<file path="src/rtl/rmq_pkg.sv">
`timescale 1ns / 1ps

package rmq_pkg;

    localparam int FRAC_BITS = 14;
    localparam int ONE       = 1 << FRAC_BITS;
    localparam int ROT_W     = 16;
    localparam int POS_W     = 32;
    localparam int RSUM_W    = 19;
    localparam int RAD_W     = 17;
    localparam int SQ_IN_W   = 32;
    localparam int ROOT_W    = SQ_IN_W / 2;
    localparam int REM_W     = ROOT_W + 3;
    localparam int NUM_CELLS = SQ_IN_W / 2;
    localparam int LANES     = 4;
    localparam int MAG_W     = 15;
    localparam int QV_W      = 16;
    localparam int IN_W      = 9 * ROT_W + 3 * POS_W;
    localparam int OUT_W     = 160;

    localparam logic signed [ROT_W-1:0]  ONE_ROT = ROT_W'(ONE);
    localparam logic signed [RSUM_W-1:0] ONE_SUM = RSUM_W'(ONE);

    typedef struct packed {
        logic [SQ_IN_W-1:0] rad;
        logic [REM_W-1:0]   rem;
        logic [ROOT_W-1:0]  root;
    } lane_t;

    typedef struct packed {
        logic             neg_x;
        logic             neg_y;
        logic             neg_z;
        logic [POS_W-1:0] pos_x;
        logic [POS_W-1:0] pos_y;
        logic [POS_W-1:0] pos_z;
    } side_t;

    typedef struct packed {
        lane_t [LANES-1:0] lane;
        side_t             side;
    } stage_t;

    function automatic logic signed [ROT_W-1:0] clamp_entry(
        input logic signed [ROT_W-1:0] v
    );
        logic signed [ROT_W-1:0] r;
        r = v;
        if (v > ONE_ROT) begin
            r = ONE_ROT;
        end else if (v < -ONE_ROT) begin
            r = -ONE_ROT;
        end
        return r;
    endfunction

endpackage

</file>
<file path="src/rtl/rmq_front.sv">
`timescale 1ns / 1ps

module rmq_front
    import rmq_pkg::*;
(
    input  logic             aclk,
    input  logic             aresetn,
    input  logic             adv,
    input  logic             in_valid,
    input  logic [IN_W-1:0]  in_data,
    output logic             out_valid,
    output stage_t           out_stage
);

    logic signed [ROT_W-1:0]  m [9];
    logic signed [RSUM_W-1:0] m_ext [9];
    logic signed [RSUM_W-1:0] sum [LANES];
    stage_t                   stage_next;
    stage_t                   stage_reg;
    logic                     valid_reg;

    always_comb begin
        for (int i = 0; i < 9; i++) begin
            m[i]     = clamp_entry(in_data[i*ROT_W +: ROT_W]);
            m_ext[i] = RSUM_W'(m[i]);
        end
        // diagonal entries sit at 0, 4 and 8
        sum[0] = ONE_SUM + m_ext[0] + m_ext[4] + m_ext[8];
        sum[1] = ONE_SUM + m_ext[0] - m_ext[4] - m_ext[8];
        sum[2] = ONE_SUM - m_ext[0] + m_ext[4] - m_ext[8];
        sum[3] = ONE_SUM - m_ext[0] - m_ext[4] + m_ext[8];
        for (int l = 0; l < LANES; l++) begin
            stage_next.lane[l].rem  = '0;
            stage_next.lane[l].root = '0;
            if (sum[l] < 0) begin
                stage_next.lane[l].rad = '0;
            end else begin
                stage_next.lane[l].rad = {{(SQ_IN_W-RAD_W-FRAC_BITS){1'b0}},
                                          sum[l][RAD_W-1:0], {FRAC_BITS{1'b0}}};
            end
        end
        stage_next.side.neg_x = m[7] < m[5];
        stage_next.side.neg_y = m[2] < m[6];
        stage_next.side.neg_z = m[3] < m[1];
        stage_next.side.pos_x = in_data[9*ROT_W +: POS_W];
        stage_next.side.pos_y = in_data[9*ROT_W+POS_W +: POS_W];
        stage_next.side.pos_z = in_data[9*ROT_W+2*POS_W +: POS_W];
    end

    always_ff @(posedge aclk) begin
        if (!aresetn) begin
            valid_reg <= 1'b0;
        end else if (adv) begin
            valid_reg <= in_valid;
        end
    end

    always_ff @(posedge aclk) begin
        if (adv) begin
            stage_reg <= stage_next;
        end
    end

    assign out_valid = valid_reg;
    assign out_stage = stage_reg;

endmodule

</file>
<file path="src/rtl/rmq_cell.sv">
`timescale 1ns / 1ps

module rmq_cell
    import rmq_pkg::*;
(
    input  logic   aclk,
    input  logic   aresetn,
    input  logic   adv,
    input  logic   in_valid,
    input  stage_t in_stage,
    output logic   out_valid,
    output stage_t out_stage
);

    logic [REM_W-1:0] rem_sh [LANES];
    logic [REM_W-1:0] trial  [LANES];
    stage_t           stage_next;
    stage_t           stage_reg;
    logic             valid_reg;

    // one root bit per cell for each lane
    always_comb begin
        stage_next.side = in_stage.side;
        for (int l = 0; l < LANES; l++) begin
            rem_sh[l] = {in_stage.lane[l].rem[REM_W-3:0],
                         in_stage.lane[l].rad[SQ_IN_W-1 -: 2]};
            trial[l]  = {1'b0, in_stage.lane[l].root, 2'b01};
            stage_next.lane[l].rad = {in_stage.lane[l].rad[SQ_IN_W-3:0], 2'b00};
            if (rem_sh[l] >= trial[l]) begin
                stage_next.lane[l].rem  = rem_sh[l] - trial[l];
                stage_next.lane[l].root = {in_stage.lane[l].root[ROOT_W-2:0], 1'b1};
            end else begin
                stage_next.lane[l].rem  = rem_sh[l];
                stage_next.lane[l].root = {in_stage.lane[l].root[ROOT_W-2:0], 1'b0};
            end
        end
    end

    always_ff @(posedge aclk) begin
        if (!aresetn) begin
            valid_reg <= 1'b0;
        end else if (adv) begin
            valid_reg <= in_valid;
        end
    end

    always_ff @(posedge aclk) begin
        if (adv) begin
            stage_reg <= stage_next;
        end
    end

    assign out_valid = valid_reg;
    assign out_stage = stage_reg;

endmodule

</file>
<file path="src/rtl/rmq_back.sv">
`timescale 1ns / 1ps

module rmq_back
    import rmq_pkg::*;
(
    input  logic             aclk,
    input  logic             aresetn,
    input  logic             adv,
    input  logic             in_valid,
    input  stage_t           in_stage,
    output logic             out_valid,
    output logic [OUT_W-1:0] out_data
);

    logic [MAG_W-1:0] mag [LANES];
    logic [QV_W-1:0]  qx;
    logic [QV_W-1:0]  qy;
    logic [QV_W-1:0]  qz;
    logic [OUT_W-1:0] data_next;
    logic [OUT_W-1:0] data_reg;
    logic             valid_reg;

    always_comb begin
        for (int l = 0; l < LANES; l++) begin
            mag[l] = in_stage.lane[l].root[ROOT_W-1:1];
        end
        qx = in_stage.side.neg_x ? (QV_W'(0) - {1'b0, mag[1]}) : {1'b0, mag[1]};
        qy = in_stage.side.neg_y ? (QV_W'(0) - {1'b0, mag[2]}) : {1'b0, mag[2]};
        qz = in_stage.side.neg_z ? (QV_W'(0) - {1'b0, mag[3]}) : {1'b0, mag[3]};
        data_next = {1'b0, in_stage.side.pos_z, in_stage.side.pos_y, in_stage.side.pos_x,
                     qz, qy, qx, mag[0]};
    end

    always_ff @(posedge aclk) begin
        if (!aresetn) begin
            valid_reg <= 1'b0;
        end else if (adv) begin
            valid_reg <= in_valid;
        end
    end

    always_ff @(posedge aclk) begin
        if (adv) begin
            data_reg <= data_next;
        end
    end

    assign out_valid = valid_reg;
    assign out_data  = data_reg;

endmodule

</file>
<file path="src/rtl/rotation_matrix_to_quaternion.sv">
// path from s_ transfer to m_ transfer: input stage, 16 root cells, output stage, each registered
// throughput: one pose per cycle unless the chain is held;
// each of the 16 cells retires one root bit of all four lanes
// the whole chain advances together and holds while a result waits on m_tready
// reset: synchronous, active low, clears every stage valid bit; payload is not reset
`timescale 1ns / 1ps

module rotation_matrix_to_quaternion
    import rmq_pkg::*;
(
    input  logic             aclk,
    input  logic             aresetn,
    input  logic             s_tvalid,
    output logic             s_tready,
    // rot_00, rot_01, rot_02, rot_10, rot_11, rot_12, rot_20, rot_21, rot_22,
    // pos_x_in, pos_y_in, pos_z_in
    input  logic [IN_W-1:0]  s_tdata,
    output logic             m_tvalid,
    input  logic             m_tready,
    // quat_w, quat_x, quat_y, quat_z, pos_x_out, pos_y_out, pos_z_out, one zero pad bit
    output logic [OUT_W-1:0] m_tdata
);

    logic   adv;
    logic   valid_chain [NUM_CELLS+1];
    stage_t stage_chain [NUM_CELLS+1];

    assign adv      = !m_tvalid || m_tready;
    assign s_tready = adv;

    rmq_front u_front (
        .aclk      (aclk),
        .aresetn   (aresetn),
        .adv       (adv),
        .in_valid  (s_tvalid),
        .in_data   (s_tdata),
        .out_valid (valid_chain[0]),
        .out_stage (stage_chain[0])
    );

    for (genvar c = 0; c < NUM_CELLS; c++) begin : g_cell
        rmq_cell u_cell (
            .aclk      (aclk),
            .aresetn   (aresetn),
            .adv       (adv),
            .in_valid  (valid_chain[c]),
            .in_stage  (stage_chain[c]),
            .out_valid (valid_chain[c+1]),
            .out_stage (stage_chain[c+1])
        );
    end

    rmq_back u_back (
        .aclk      (aclk),
        .aresetn   (aresetn),
        .adv       (adv),
        .in_valid  (valid_chain[NUM_CELLS]),
        .in_stage  (stage_chain[NUM_CELLS]),
        .out_valid (m_tvalid),
        .out_data  (m_tdata)
    );

endmodule

</file>
<file path="config.mk">
export PLATFORM = sky130hd
export DESIGN_NAME = rotation_matrix_to_quaternion
export DESIGN_NICKNAME = d
export VERILOG_FILES = /design/src/rtl/rmq_pkg.sv /design/src/rtl/rmq_front.sv /design/src/rtl/rmq_cell.sv /design/src/rtl/rmq_back.sv /design/src/rtl/rotation_matrix_to_quaternion.sv
export SDC_FILE = /design/constraint.sdc
export NUM_CORES = 2
export LEC_CHECK = 0
export BUFFER_PORTS_ARGS = -buffer_cell sky130_fd_sc_hd__buf_2
export CAP_MARGIN = 20
export CORE_ASPECT_RATIO = 1.5
export CORE_MARGIN = 1
export CORE_UTILIZATION = 56
export DETAILED_ROUTE_END_ITERATION = 16
export GPL_ROUTABILITY_DRIVEN = 0
export PLACE_DENSITY_LB_ADDON = 0.15
export RECOVER_POWER = 25
export SYNTH_ARGS = -nofsm -noshare
export SYNTH_HDL_FRONTEND = slang
export SYNTH_SLANG_ARGS = --single-unit
</file>
<file path="constraint.sdc">
create_clock -name aclk -period 168 [get_ports aclk]
set_input_delay 33.6 -clock aclk [delete_from_list [all_inputs] [get_ports aclk]]
set_output_delay 33.6 -clock aclk [all_outputs]
set_load 0.02 [all_outputs]
</file>
==> reports/qor.txt <==
Layout Area Growth over Synthesis: 11.7%
CTS Buf Count: 333
Reg clk slew, reported paths: 0.06 ns
largest family of logic cells by synthesized area: simple AND/OR/NAND/NOR gates
setup violators final: 0
max incr delay on CP: 0.30 ns
most used cell, CP: buf_2
post-synthesis cell type count: 92
vias in the first global route: 77700
final WL: 221000 microns
drt drc: 0
cts hold-fix bufs: 0
largest net degree at the start of global routing: 210
WP data required: 134.40 ns
Simple-Gate Fraction of Synth Area: 0.0745
clk_lat worst skew: 0.88 ns
CTS tree: built
grt met1 use: 0.183
fin crit share: 0.406
Worst VDD drop: 11.2 uV
All-Layer GR Usage: 0.163
critical path type: in2out
met2 Use GR: 0.302
register area share after synthesis: 0.723
Critical Path Start Type: input port
clk root buf: clkbuf_16
adder-cell share of the synthesized area: 0.0608
io pins: 406
DRT antenna net count: 0
max_slew headroom: 0.266
first-pass GRT wire length: 365000 microns
clock sinks: 3596
CTS max path bufs: 4
Avg Cell Area, Syn: 15.2 sq um
Starting Density: 0.564
initial drt markers: 4112
Pwr Total: 2.59 mW
leakage power: 65.1 nW
register bit total from synthesis: 3596
Die Width: 423 microns
RSZ-0062 raised after global routing: no
Core Area: 0.264 sq mm
PortBufs: 404
die area: 0.268 sq mm
met3 usage: 0.0283
vias per std cell: 5.36
First-pass DRT Iterations: 8
Final min period: 68.28 ns
Worst Skew: 0.0323 ns
H-Tree Level Count: 5
Arr. time, crit path: 34.68 ns
status: completed
grt ovf: 0
CP endpoint kind: output pin
Post-Synthesis Cells: 9819
worst-margin pin slew: 1.10 ns
critical-path cell list: buf_2, nor2b_1, buf_4, inv_8, buf_2
vias: 76500
maxcap violations: 0
WP buf/inv: 4
cell area after synthesis: 0.149 sq mm
Cell Count Post-Placement: 13700
crit-path max FO: 45
initial antenna violation count: 3
CTS resizes: 0
Final Hold Fails: 0
layout cells sized above 1: 0.106
Power Dens Cells: 15.6 mW/mm^2
main flop type after synthesis: edfxtp_1
Min-Delay Path Class: reg2reg
Layout Nets: 11500
Yosys warnings: 0
Layout fillers: 19000
GR peak layer: met2
Compound-Gate Fraction of Synth Area: 0.0678
setup TNS: 0 ns
wire length per cell after detailed routing: 15.5 microns
pre-CTS setup slack: 99.72 ns
Max stage delay cell, worst path: buf_2
final core occ: 0.630
Die Ht: 634 microns
xor/xnor cell area share of the yosys netlist: 0.0413
Rows: 231
multiplexer share of the synthesized area: 0.0108
Final Max Tran Viols: 0
Max Freq: 14.6 MHz
Crit path max-delay family: buffers and inverters
Async S/R FF share, synth: 0
post-CTS setup buffers: 0
Post-synth EDFFs: 3578
Worst Setup Slack, final: 99.72 ns
HPWL after detailed placement: 149000 microns
Final Non-Filler Cells: 14300
## worst paths after layout
check / startpoint / end / slack [ns] / cells past startpoint
worst max-delay path: m_tready / s_tready / 99.72 / 5
worst min-delay path: g_cell[8].u_cell.out_stage[82] / g_cell[9].u_cell.out_stage[82] / 0.40 / 0
worst max register to register: u_back.out_valid / u_back.out_data[31] / 161.03 / 10
worst min register to register: g_cell[8].u_cell.out_stage[82] / g_cell[9].u_cell.out_stage[82] / 0.40 / 0
## flip-flops by register name, indices dropped and copies added (netlist names)
register                 flops
g_cell.u_cell.out_stage   3252
g_cell.u_cell.out_valid     16
u_front.out_valid            1
u_back.out_valid             1
u_front.out_stage          167
u_back.out_data            159
## through the flow
step | hold slack (ns) | cell area [sq um]
2_1_floorplan | 0.400 | 149000
3_3_place_gp | 0.400 | 156000
3_5_place_dp | 0.405 | 156000
4_1_cts | 0.385 | 166000
5_1_grt | 0.401 | 166000
6_report | 0.396 | 166000
## area by class of cell
| type | instances | area [sq um] | area share |
|---|---|---|---|
| Sequential cell | 3596 | 108000 | 0.648 |
| Multi-Input combinational cell | 5383 | 38100 | 0.229 |
| Clock buffer | 401 | 8820 | 0.0530 |
| Tap cell | 3495 | 4370 | 0.0263 |
| Timing Repair Buffer | 474 | 2700 | 0.0162 |
| Inverter | 711 | 2680 | 0.0161 |
| Clock inverter | 201 | 1940 | 0.0117 |
| Antenna cell | 3 | 7.51 | 0.0000451 |
## routing by layer
layer  up-vias  share of wire
met4         2          0.037
met3       527          0.041
met5         -       0.000059
met1     36400           0.39
met2      1441           0.53
li1      38100              -
## cell usage in the layout, fill, tap and decap left out, drive strengths merged, types with 27 or more instances in the layout
cell type and n:
or4 50, nor3 212, clkbuf 402, nand4 63, edfxtp 3578, nand2 524
o21a 149, nor2b 93, a21o 141, nor4 130, inv 722, a31oi 30
and2 82, mux2 124, xor2 303, a21boi 51, ha 679, nand2b 85
nor2 583, bufinv 30, or2 35, clkinv 141, o21ai 404, o211ai 32
buf 473, xnor2 400, o31ai 74, nand3b 28, nand4b 27, o21bai 65
or3 113, a211oi 39, fa 28, o41ai 34, a21oi 430, nand3 115
## worst register-to-register path: cells and delay by family, from the launching register on
family / cells / cell delay (ns)
and+or+nand+nor: 1 / 0.13
DFF: 1 / 0.31
buffers and inverters: 9 / 6.08
## cell families (layout without fill, tap and decap cells)
group                    after synthesis  in the layout
other                                  1             10
AO/OA/AOI/OAI                       1593           1593
flip-flops                          3596           3596
multiplexers                         146            146
AND/OR/NAND/NOR                     2227           2227
adder cells (fa/ha/maj)              707            707
XOR/XNOR                             703            703
buffers and inverters                846           1787
## synth_stat cells, types with 11 or more instances
library cell,n,share of area
a2111oi_0,14,0.00082
a211oi_1,38,0.0019
a21boi_0,44,0.0022
a21o_1,141,0.0071
a21oi_1,430,0.014
a22o_1,11,0.00065
a31oi_1,30,0.0013
and2_1,82,0.0034
and3_1,23,0.00097
clkbuf_1,121,0.0030
dfxtp_1,18,0.0024
edfxtp_1,3578,0.72
fa_1,28,0.0038
ha_1,679,0.057
inv_1,702,0.018
mux2_1,19,0.0014
mux2_2,105,0.0079
mux2i_1,22,0.0015
nand2_1,524,0.013
nand2b_1,84,0.0035
nand3_1,115,0.0039
nand3b_1,28,0.0014
nand4_1,63,0.0026
nand4b_1,27,0.0016
nor2_1,583,0.015
nor2b_1,93,0.0039
nor3_1,212,0.0071
nor3b_1,15,0.00076
nor4_1,127,0.0053
nor4b_1,19,0.0011
o211ai_1,32,0.0016
o21a_1,149,0.0075
o21ai_0,371,0.012
o21ai_1,33,0.0011
o21bai_1,65,0.0033
o31ai_1,74,0.0037
o41ai_1,34,0.0020
or2_2,31,0.0013
or3_1,112,0.0047
or4_1,50,0.0025
xnor2_1,400,0.024
xor2_1,303,0.018
## power by group
| part | switching (mW) | internal [mW] |
|---|---|---|
| sequential | 0.0982 | 1.23 |
| clock | 0.310 | 0.423 |
| combinational | 0.287 | 0.245 |
| total | 0.695 | 1.90 |
No activity file was read; power rests on OpenSTA's default activity.
